--- src/hdl/i2cm_pkg.sv ---
// Shared types and constants for the I2C register access master.
package i2cm_pkg;

    // Item function codes
    typedef enum logic [1:0] {
        FUNC_TICK  = 2'd0,
        FUNC_LOAD  = 2'd1,
        FUNC_WRITE = 2'd2,
        FUNC_READ  = 2'd3
    } t_func;

    // Configuration register indexes
    localparam logic CFG_HALF_PERIOD = 1'b0;
    localparam logic CFG_ACK_WAIT    = 1'b1;

    localparam int CFG_DATA_W = 8;

    localparam logic [7:0] HALF_PERIOD_RST = 8'd5;
    localparam logic [7:0] ACK_WAIT_RST    = 8'd50;

    // Input word
    typedef struct packed {
        t_func       func;
        logic [6:0]  dev_addr;
        logic [7:0]  reg_addr;
        logic [4:0]  byte_count;
        logic [7:0]  wr_byte;
        logic        sda_sample;
    } t_in_word;

    // Result word
    typedef struct packed {
        logic        scl_level;
        logic        sda_level;
        logic        sda_drive;
        logic [7:0]  rx_byte;
        logic        rx_valid;
        logic        busy_res;
        logic        done_res;
        logic        ack_error;
    } t_out_word;

    // Timing configuration handed to the bus engine
    typedef struct packed {
        logic [7:0] half_period;
        logic [7:0] ack_wait_limit;
    } t_bus_cfg;

endpackage

--- src/hdl/i2c_master_register_access.sv ---
// The result word of an accepted word is registered and appears on the output in the cycle after acceptance.
// Throughput: one word per cycle; a new word is accepted while the result waits
// if the output side takes it in the same cycle.
// Each word is one bus time step; a bus segment lasts half_period tick words (one if half_period is 0).
// Reset (synchronous, active low) returns the bus to idle and the registers to
// half_period 5 and ack_wait_limit 50; the transmit store is not cleared.
module i2c_master_register_access
    import i2cm_pkg::*;
#(
    parameter int MAX_BYTES = 16
) (
    input  logic                  i_clk,
    input  logic                  i_rst_n,
    input  logic                  i_in_valid,
    output logic                  o_in_ready,
    input  t_in_word              i_in_word,
    output logic                  o_out_valid,
    input  logic                  i_out_ready,
    output t_out_word             o_out_word,
    input  logic                  i_cfg_we,
    input  logic                  i_cfg_index,
    input  logic [CFG_DATA_W-1:0] i_cfg_data
);

    t_bus_cfg  r_cfg;
    t_out_word r_out_word;
    t_out_word result;
    logic      r_out_valid;
    logic      accept;

    assign o_in_ready  = !r_out_valid || i_out_ready;
    assign accept      = i_in_valid && o_in_ready;
    assign o_out_valid = r_out_valid;
    assign o_out_word  = r_out_word;

    // Hold configuration registers
    always_ff @(posedge i_clk) begin
        if (!i_rst_n) begin
            r_cfg.half_period    <= HALF_PERIOD_RST;
            r_cfg.ack_wait_limit <= ACK_WAIT_RST;
        end else if (i_cfg_we) begin
            case (i_cfg_index)
                CFG_HALF_PERIOD: r_cfg.half_period    <= i_cfg_data;
                CFG_ACK_WAIT:    r_cfg.ack_wait_limit <= i_cfg_data;
                default:         r_cfg.half_period    <= r_cfg.half_period;
            endcase
        end
    end

    i2cm_engine #(
        .MAX_BYTES (MAX_BYTES)
    ) u_engine (
        .i_clk    (i_clk),
        .i_rst_n  (i_rst_n),
        .i_step   (accept),
        .i_word   (i_in_word),
        .i_cfg    (r_cfg),
        .o_result (result)
    );

    // Output register: load on accept, drop when taken
    always_ff @(posedge i_clk) begin
        if (!i_rst_n) begin
            r_out_valid <= 1'b0;
        end else if (accept) begin
            r_out_valid <= 1'b1;
        end else if (i_out_ready) begin
            r_out_valid <= 1'b0;
        end
    end

    always_ff @(posedge i_clk) begin
        if (accept) begin
            r_out_word <= result;
        end
    end

    // Every accepted word yields a result word in the next cycle
    a_result_follows: assert property (@(posedge i_clk) disable iff (!i_rst_n)
        accept |=> o_out_valid)
        else $error("accepted word produced no result");

    // An abort is reported only on the word that ends the transaction
    a_error_with_done: assert property (@(posedge i_clk) disable iff (!i_rst_n)
        o_out_valid && o_out_word.ack_error |-> o_out_word.done_res)
        else $error("ack_error without done");

    // Done leaves the bus idle
    a_done_idle: assert property (@(posedge i_clk) disable iff (!i_rst_n)
        o_out_valid && o_out_word.done_res |-> !o_out_word.busy_res)
        else $error("done while busy");

    // Received bytes arrive only within a transaction, with the master driving its acknowledge
    a_rx_in_txn: assert property (@(posedge i_clk) disable iff (!i_rst_n)
        o_out_valid && o_out_word.rx_valid |->
            o_out_word.busy_res && o_out_word.sda_drive)
        else $error("rx byte outside a transaction");

endmodule

--- src/hdl/i2cm_engine.sv ---
// Bus engine: transaction state, transmit store and per-word result logic.
module i2cm_engine
    import i2cm_pkg::*;
#(
    parameter int MAX_BYTES = 16
) (
    input  logic      i_clk,
    input  logic      i_rst_n,
    input  logic      i_step,
    input  t_in_word  i_word,
    input  t_bus_cfg  i_cfg,
    output t_out_word o_result
);

    localparam int AW = (MAX_BYTES > 1) ? $clog2(MAX_BYTES) : 1;
    localparam int PW = $clog2(MAX_BYTES + 1);
    localparam logic [7:0] MAX_B8 = 8'(MAX_BYTES);
    localparam logic [PW-1:0] MAX_PW = PW'(MAX_BYTES);

    typedef enum logic [3:0] {
        PH_IDLE, PH_ST_A, PH_ST_B, PH_WB_LOW, PH_WB_HIGH, PH_ACK_LOW,
        PH_ACK_HIGH, PH_RS_A, PH_RB_LOW, PH_RB_HIGH, PH_MA_LOW, PH_MA_HIGH,
        PH_SP_A, PH_SP_B, PH_SP_C
    } t_phase;

    typedef enum logic [1:0] {
        HDR_ADDR, HDR_REG, HDR_READ
    } t_hdr;

    t_phase        r_phase, n_phase;
    t_hdr          r_hdr, n_hdr;
    logic [3:0]    r_bit_index, n_bit_index;
    logic [4:0]    r_byte_index, n_byte_index;
    logic [7:0]    r_shift, n_shift;
    logic [7:0]    r_delay, n_delay;
    logic [7:0]    r_wait, n_wait;
    logic [PW-1:0] r_load_ptr, n_load_ptr;
    logic [6:0]    r_target, n_target;
    logic [7:0]    r_reg_addr, n_reg_addr;
    logic [4:0]    r_count, n_count;
    logic          r_read_mode, n_read_mode;
    logic          r_abort, n_abort;

    logic [7:0]    r_store [MAX_BYTES];
    logic [7:0]    r_tx_rd;
    logic          store_we;

    logic [7:0]    half;
    logic [8:0]    delay_inc;
    logic [4:0]    byte_next;
    logic [5:0]    ma_sum;
    logic [7:0]    rxb;
    logic          rxv, done, err;
    logic          scl, sdl, drv;

    // Next state for one accepted word
    always_comb begin
        n_phase      = r_phase;
        n_hdr        = r_hdr;
        n_bit_index  = r_bit_index;
        n_byte_index = r_byte_index;
        n_shift      = r_shift;
        n_delay      = r_delay;
        n_wait       = r_wait;
        n_load_ptr   = r_load_ptr;
        n_target     = r_target;
        n_reg_addr   = r_reg_addr;
        n_count      = r_count;
        n_read_mode  = r_read_mode;
        n_abort      = r_abort;
        store_we     = 1'b0;
        rxb          = 8'd0;
        rxv          = 1'b0;
        done         = 1'b0;
        err          = 1'b0;
        half         = (i_cfg.half_period == 8'd0) ? 8'd1 : i_cfg.half_period;
        delay_inc    = {1'b0, r_delay} + 9'd1;
        byte_next    = r_byte_index + 5'd1;

        case (i_word.func)
            FUNC_LOAD: begin
                if (r_phase == PH_IDLE && r_load_ptr < MAX_PW) begin
                    store_we   = 1'b1;
                    n_load_ptr = r_load_ptr + PW'(1);
                end
            end
            FUNC_WRITE, FUNC_READ: begin
                if (r_phase == PH_IDLE) begin
                    n_target     = i_word.dev_addr;
                    n_reg_addr   = i_word.reg_addr;
                    n_count      = (8'(i_word.byte_count) > MAX_B8) ? 5'(MAX_B8)
                                                                   : i_word.byte_count;
                    n_read_mode  = (i_word.func == FUNC_READ);
                    n_load_ptr   = '0;
                    n_byte_index = 5'd0;
                    n_bit_index  = 4'd0;
                    n_wait       = 8'd0;
                    n_delay      = 8'd0;
                    n_hdr        = HDR_ADDR;
                    n_abort      = 1'b0;
                    n_phase      = PH_ST_A;
                end
            end
            default: begin
                if (r_phase != PH_IDLE) begin
                    if (delay_inc < {1'b0, half}) begin
                        n_delay = delay_inc[7:0];
                    end else begin
                        n_delay = 8'd0;
                        // Segment end: advance the bus phase
                        case (r_phase)
                            PH_ST_A: n_phase = PH_ST_B;
                            PH_ST_B: begin
                                n_bit_index = 4'd0;
                                n_phase     = PH_WB_LOW;
                                if (r_hdr == HDR_ADDR) begin
                                    n_shift = {r_target, 1'b0};
                                end else begin
                                    n_hdr   = HDR_READ;
                                    n_shift = {r_target, 1'b1};
                                end
                            end
                            PH_WB_LOW: n_phase = PH_WB_HIGH;
                            PH_WB_HIGH: begin
                                n_shift     = {r_shift[6:0], 1'b0};
                                n_bit_index = r_bit_index + 4'd1;
                                if (r_bit_index >= 4'd7) begin
                                    n_wait  = 8'd0;
                                    n_phase = PH_ACK_LOW;
                                end else begin
                                    n_phase = PH_WB_LOW;
                                end
                            end
                            PH_ACK_LOW: begin
                                if (!i_word.sda_sample) begin
                                    n_phase = PH_ACK_HIGH;
                                end else begin
                                    if (r_wait != 8'hFF) begin
                                        n_wait = r_wait + 8'd1;
                                    end
                                    if (n_wait > i_cfg.ack_wait_limit) begin
                                        n_abort = 1'b1;
                                        n_phase = PH_SP_A;
                                    end
                                end
                            end
                            PH_ACK_HIGH: begin
                                case (r_hdr)
                                    HDR_ADDR: begin
                                        n_hdr       = HDR_REG;
                                        n_shift     = r_reg_addr;
                                        n_bit_index = 4'd0;
                                        n_phase     = PH_WB_LOW;
                                    end
                                    HDR_REG: begin
                                        if (r_read_mode) begin
                                            n_phase = PH_RS_A;
                                        end else if (r_byte_index < r_count &&
                                                     8'(r_byte_index) < MAX_B8) begin
                                            n_shift      = r_tx_rd;
                                            n_bit_index  = 4'd0;
                                            n_phase      = PH_WB_LOW;
                                            n_byte_index = byte_next;
                                        end else begin
                                            n_phase = PH_SP_A;
                                        end
                                    end
                                    default: begin
                                        n_byte_index = 5'd0;
                                        if (r_count == 5'd0) begin
                                            n_phase = PH_SP_A;
                                        end else begin
                                            n_shift     = 8'd0;
                                            n_bit_index = 4'd0;
                                            n_phase     = PH_RB_LOW;
                                        end
                                    end
                                endcase
                            end
                            PH_RS_A: n_phase = PH_ST_A;
                            PH_RB_LOW: n_phase = PH_RB_HIGH;
                            PH_RB_HIGH: begin
                                n_shift     = {r_shift[6:0], i_word.sda_sample};
                                n_bit_index = r_bit_index + 4'd1;
                                if (r_bit_index >= 4'd7) begin
                                    rxb     = n_shift;
                                    rxv     = 1'b1;
                                    n_phase = PH_MA_LOW;
                                end else begin
                                    n_phase = PH_RB_LOW;
                                end
                            end
                            PH_MA_LOW: n_phase = PH_MA_HIGH;
                            PH_MA_HIGH: begin
                                n_byte_index = byte_next;
                                if (byte_next < r_count) begin
                                    n_shift     = 8'd0;
                                    n_bit_index = 4'd0;
                                    n_phase     = PH_RB_LOW;
                                end else begin
                                    n_phase = PH_SP_A;
                                end
                            end
                            PH_SP_A: n_phase = PH_SP_B;
                            PH_SP_B: n_phase = PH_SP_C;
                            PH_SP_C: begin
                                done    = 1'b1;
                                err     = r_abort;
                                n_abort = 1'b0;
                                n_phase = PH_IDLE;
                            end
                            default: n_phase = PH_IDLE;
                        endcase
                    end
                end
            end
        endcase
    end

    // Drive the bus lines from the phase after this word
    always_comb begin
        ma_sum = {1'b0, n_byte_index} + 6'd1;
        scl    = 1'b1;
        sdl    = 1'b0;
        drv    = 1'b1;
        case (n_phase)
            PH_ST_A:     sdl = 1'b1;
            PH_ST_B:     sdl = 1'b0;
            PH_WB_LOW: begin
                scl = 1'b0;
                sdl = n_shift[7];
            end
            PH_WB_HIGH:  sdl = n_shift[7];
            PH_ACK_LOW: begin
                scl = 1'b0;
                drv = 1'b0;
            end
            PH_ACK_HIGH: drv = 1'b0;
            PH_RS_A: begin
                scl = 1'b0;
                sdl = 1'b1;
            end
            PH_RB_LOW: begin
                scl = 1'b0;
                drv = 1'b0;
            end
            PH_RB_HIGH:  drv = 1'b0;
            PH_MA_LOW: begin
                scl = 1'b0;
                sdl = (ma_sum >= {1'b0, n_count});
            end
            PH_MA_HIGH:  sdl = (ma_sum >= {1'b0, n_count});
            PH_SP_A:     scl = 1'b0;
            PH_SP_B:     sdl = 1'b0;
            PH_SP_C:     sdl = 1'b1;
            default:     drv = 1'b0;
        endcase
    end

    assign o_result = '{
        scl_level: scl,
        sda_level: sdl & drv,
        sda_drive: drv,
        rx_byte:   rxb,
        rx_valid:  rxv,
        busy_res:  (n_phase != PH_IDLE),
        done_res:  done,
        ack_error: err
    };

    // Hold transaction state
    always_ff @(posedge i_clk) begin
        if (!i_rst_n) begin
            r_phase      <= PH_IDLE;
            r_hdr        <= HDR_ADDR;
            r_bit_index  <= 4'd0;
            r_byte_index <= 5'd0;
            r_shift      <= 8'd0;
            r_delay      <= 8'd0;
            r_wait       <= 8'd0;
            r_load_ptr   <= '0;
            r_target     <= 7'd0;
            r_reg_addr   <= 8'd0;
            r_count      <= 5'd0;
            r_read_mode  <= 1'b0;
            r_abort      <= 1'b0;
        end else if (i_step) begin
            r_phase      <= n_phase;
            r_hdr        <= n_hdr;
            r_bit_index  <= n_bit_index;
            r_byte_index <= n_byte_index;
            r_shift      <= n_shift;
            r_delay      <= n_delay;
            r_wait       <= n_wait;
            r_load_ptr   <= n_load_ptr;
            r_target     <= n_target;
            r_reg_addr   <= n_reg_addr;
            r_count      <= n_count;
            r_read_mode  <= n_read_mode;
            r_abort      <= n_abort;
        end
    end

    // Transmit store: write on load, prefetch the byte at the current index
    always_ff @(posedge i_clk) begin
        if (i_step && store_we) begin
            r_store[AW'(r_load_ptr)] <= i_word.wr_byte;
        end
        if (8'(r_byte_index) < MAX_B8) begin
            r_tx_rd <= r_store[AW'(r_byte_index)];
        end
    end

endmodule
--- config.mk ---
export PLATFORM = sky130hd
export DESIGN_NAME = i2c_master_register_access
export DESIGN_NICKNAME = d
export VERILOG_FILES = /design/src/hdl/i2cm_pkg.sv /design/src/hdl/i2c_master_register_access.sv /design/src/hdl/i2cm_engine.sv
export SDC_FILE = /design/constraint.sdc
export NUM_CORES = 1
export LEC_CHECK = 0
export BUFFER_PORTS_ARGS = -buffer_cell sky130_fd_sc_hd__buf_4
export CORE_UTILIZATION = 30
export CTS_CLUSTER_SIZE = 20
export DETAILED_ROUTE_END_ITERATION = 6
export GPL_ROUTABILITY_DRIVEN = 0
export SLEW_MARGIN = 20
export SYNTH_ARGS = -nofsm -noshare
export SYNTH_HDL_FRONTEND = slang
export SYNTH_SLANG_ARGS = --single-unit
--- constraint.sdc ---
create_clock -name i_clk -period 9 [get_ports i_clk]
set_input_delay 2.7 -clock i_clk [delete_from_list [all_inputs] [get_ports i_clk]]
set_output_delay 2.7 -clock i_clk [all_outputs]
set_load 0.005 [all_outputs]
---- Word-level counts from Yosys, hierarchy flattened ----
Memories as Yosys holds them, arrays and structs flattened. A register that Yosys moved wholly into a read port is not among the register bits.
Index checks and enable logic that the tools add are counted.
Widths: inputs -> output; s select.
storage, ports and cells
  register bits after elaboration ......... 98
  memories kept ........................... 1
  input port bits ......................... 45
  output and inout bits ................... 17
  logic and storage cells ................. 229
  bits in writable memories ............... 128
memory list
  name              depth  width  read ports  clocked after memory_dff  wr ports  RTL line           RTL
  u_engine.r_store  16     8      1           1                         1         i2cm_engine.sv:44  logic [7:0] r_store [MAX_BYTES];
cells by class
  reductions and logical operators ........ 42
  $lt $le $gt $ge ......................... 9
  add/sub/neg operators ................... 6
  muxes and demuxes ....................... 90
  bitwise logic cells ..................... 9
  equality and inequality tests ........... 47
operator list
  operator             count
  $mux 8               21
  $pmux 8 s2           4
  $mux 4               14
  $eq 4x4->1 const B   13
  $pmux 4 s13          1
  $mux 5               10
  $pmux 5 s2           4
  $pmux 8 s5           1
  $pmux 4 s2           4
  $eq 4x3->1 const B   7
  $reduce_and 8->1     3
  $reduce_or 6->1      3
  $eq 4x2->1 const B   4
  $mux 1               16
  $pmux 4 s4           1
  $mux 2               6
  $add 5x1->5 const B  2
  $lt 5x5->1           2
  $lt 5x5->1 const B   2
  $reduce_and 10->1    1
  $reduce_bool 5->1    2
  $reduce_or 10->1     1
  $add 8x1->9 const B  1
  $lt 9x8->1           1
  44 further kinds     79

---- Logic depth before layout (Yosys ltp) ----
  depth after elaboration ................. 18
  depth in mapped cells ................... 21
  mapped depth without buffers ............ 21

---- Cells and area by module ----
From an unflattened synthesis, not the netlist that was laid out.
second synthesis, totals
  cell total of the unflattened synthesis .. 947
  area total of the unflattened synthesis .. 11,174.5 um^2
by module, submodules not included
  module                      times used  cells each  sequential area each (um^2)  area each (um^2)
  i2cm_engine                 1           857         5,405.2                      10,018.4
  i2c_master_register_access  1           90          790.8                        1,156.1

---- Worst setup path before layout ----
OpenSTA, ideal clock, no wires.
  kind .................................... input port to flip-flop
  start point ............................. in i_in_word[29] (netlist name)
  end point ............................... reg r_out_word, in the netlist o_out_word[13] (data pin)
  required time ........................... 8,734 ps
  path buffers ............................ 0
  arrival ................................. 5,404 ps
  setup slack ............................. 3,329 ps
  stages .................................. 17
  library setup time ...................... 266 ps
  cells stage by stage .................... inv_1 > ha_1 > or2_2 > inv_1 > o21ai_0 > o21a_1 > mux2_2 > ha_1 > ha_1 > a21o_1 > a21oi_1 > nor2b_1 > o21ai_0 > nand2b_1 > mux2_1 > a31oi_1 > o211ai_1
RTL lines
  what                    RTL line                          RTL
  start: declaration      i2c_master_register_access.sv:16  input t_in_word i_in_word,
  end signal: assignment  i2c_master_register_access.sv:74  r_out_word <= result;
  end: declaration        i2c_master_register_access.sv:26  t_out_word r_out_word;

==> flow_summary.ini <==
[outcome]
outcome = finished, final reports clean

[global_routing]
grtUsageTotal_pct = 12.8
antenna_found_initial = 0
grt_pass1_wl_mm = 39.6
grt_start_max_net_pins = 84
overflow = 0
first_global_vias = 7209

[clocking]
post_cts_resized = 0
cts_hold_buffers = 0
htreeDepth = 1
post_cts_buffers = 0
cts_buffers = 27
path_clk_slew_ns = 0.06
cts_tree = done
cts_max_path_buffers = 3
clock_sinks = 234
cts_root_buf = clkbuf_16
clkLatencyLatePin_ns = 0.53

[yosys]
syn_area_per_cell_um2 = 12.0
synth_fa_ha_area_share_pct = 4.88
synth_top_area_share_pct = 40.2
synth_async_sr_flop_share_pct = 0
synth_compound_area_share_pct = 13.0
synth_mux_area_share_pct = 8.73
yosysUniqueCellTypes = 77
synth_area_leaders = edfxtp_1 40%, dfxtp_1 15%, mux4_2 8.0%, ha_1 4.9%, nand2_1 4.5%
synth_cells = 942
yosys.area.top_type = edfxtp_1
synth_sequential_area_ratio_pct = 54.9
synth_edf_count = 151
synth-xor-area-share_pct = 1.40
ys_ff_latch = 234
synthSimpleGateAreaFrac_pct = 14.5
syn_area_um2 = 11300
syn_nets = 1031
synth_ff_type = edfxtp_1
synth_top_family_by_area = simple AND/OR/NAND/NOR gates
yosysWarnings = 0

[sta]
hold_viol = 0
slew_violations = 0
skew_ns = 0.00881
tns_ns = 0
rsz0062_at_grt = no
setup_viol_count_final = 0
fmax_mhz = 167
holdWs_ns = 0.466
post-route-min-period_ns = 5.97
slew_headroom_pct = 24.9
fin_crit_sh_pct = 66.4
tightest_slew_ns = 1.13
fin_ws_ns = 3.03

[floorplan]
dieArea_um2 = 38400
die_w_um = 196
fp-row-count = 70
start_util_pct = 30.7
die_y_um = 196
ios = 62
core_um2 = 36800

[detailed_routing]
vias = 7416
drtAntennaViolNets = 0
top_layer = met4
drc = 0
first_iter_violations = 512
routed_wl_mm = 24.1
met2_length_mm = 11.2
wl_met1_mm = 11.4
met3_length_mm = 1.05
vias_per_cell = 5.01
first_pass_iters = 6
wl_per_cell_um = 16.3

[finish]
multi_input_area_um2 = 4800
num_antenna_cells = 0
final_cell_mix = 151 x edfxtp_1, 134 x nand2_1, 82 x dfxtp_1, 67 x buf_4, 44 x ha_1
area_delta_synth_final_pct = 16.0
layout_commonest_cell = edfxtp_1
stdcell_count = 1481
drive_gt1_share_pct = 16.6
final_area_um2 = 13100
fillCellCount = 3582
nNetsFinal = 1082
seqCellArea_um2 = 6200

[power_and_ir_drop]
peakVddDrop_mv = 0.119
p_clk_share_pct = 44.2
power.switching_uw = 547
p_int_uw = 1880
power_density_nw_per_um2 = 186
switching_share_pct = 22.5
p_leak_uw = 0.00453
combPwrFrac_pct = 7.0
seqPwrFrac_pct = 48.7

[critical_path]
cp_max_fo = 13
cp.required_ns = 9.27
critPathArrivalTime_ns = 6.24
critPathKind = input port to register
reg2reg_depth = 17
end_kind = register
start_kind = input port

[placement]
hpwl_mm = 16.9
placed_cell_area_um2 = 12200
port_buffers = 61
post-place-ws_ns = 2.53
place_inst = 1432

[run]
maxCapViolCount = 0

[hold_path]
hold_path.class = register to register
whs_path_depth = 2
==> critical path, cell delays in order <==
cell	delay (ns)
buf_4	0.12
ha_1	0.23
or2_2	0.43
inv_1	0.30
o21ai_0	0.23
o21a_1	0.20
mux2_2	0.30
ha_1	0.28
ha_1	0.28
a21o_1	0.17
a21oi_1	0.16
nor2b_1	0.06
o21ai_0	0.16
nand2b_1	0.07
mux2_1	0.28
a31oi_1	0.17
o211ai_1	0.10
==> kinds of logic after synthesis <==
logic type | Yosys count
buffers and inverters | 76
xor gates and xnor gates | 18
and+or+nand+nor | 327
AOI/OAI and AO/OA | 195
adders and majority gates | 44
muxes | 48
DFF | 234
==> area by class of cell <==
cell class	count	share of cell area, %
Timing Repair Buffer	67	3.84
Clock buffer	35	5.78
Inverter	31	0.889
Clock inverter	14	0.956
Multi-Input combinational cell	632	36.7
Tap cell	468	4.47
Sequential cell	234	47.4
==> metal layers <==
metal / up-vias / GRT usage (%)
li1: 3618 / -
met1: 3594 / 17.8
met2: 167 / 20.8
met3: 37 / 1.98
met4: 0 / 2.98
met5: - / 0
==> stage by stage <==
step / util [%] / power [uW]
CTS: 35.6 / 2460
global route: 35.6 / 2530
global placement: 33.2 / 1380
detailed placement: 33.2 / 1380
floorplan: - / 1310
finish: 35.6 / 2430
==> path summary, 6_finish.rpt <==
kind / endpoint / slack (ns) / start
setup / recovery: o_out_word[13] / 3.03 / i_in_word[29]
hold / removal: u_engine.r_target[3] / 0.47 / u_engine.r_target[3]
setup reg to reg: o_out_word[13] / 4.09 / u_engine.r_byte_index[2]
hold reg to reg: u_engine.r_target[3] / 0.47 / u_engine.r_target[3]
==> registers in the layout, summed over array words and instances (netlist names), 7 cells and up <==
name                 cells
u_engine.r_wait          8
u_engine.r_tx_rd         8
u_engine.r_shift         8
u_engine.r_target        7
o_out_word              15
r_cfg                   16
u_engine.r_store       128
u_engine.r_reg_addr      8
u_engine.r_delay         8
==> Yosys cell counts, types with 6 or more instances <==
master    instances
edfxtp_1        151
nand2_1         134
dfxtp_1          83
ha_1             44
a21boi_0         43
mux4_2           40
clkbuf_1         37
and2_1           35
nor2_1           34
a21oi_1          32
inv_1            31
nor2b_1          28
nand3_1          21
o21ai_0          19
a21o_1           13
nand2b_1         13
nor3b_1          12
xnor2_1          12
a22oi_1          11
nand4_1           9
o211ai_1          9
and3_1            8
o211a_1           8
a21boi_1          6
a222oi_1          6
nor3_1            6
xor2_1            6
==> power by group through the flow <==
stage	logic (uW)	registers, uW	clock network, uW
finish	171	1180	1080
global route	192	1190	1150
CTS	172	1180	1110
detailed placement	171	1210	0
global placement	168	1210	0
floorplan	115	1200	0
Note: power is estimated with default switching activity, not from simulation.
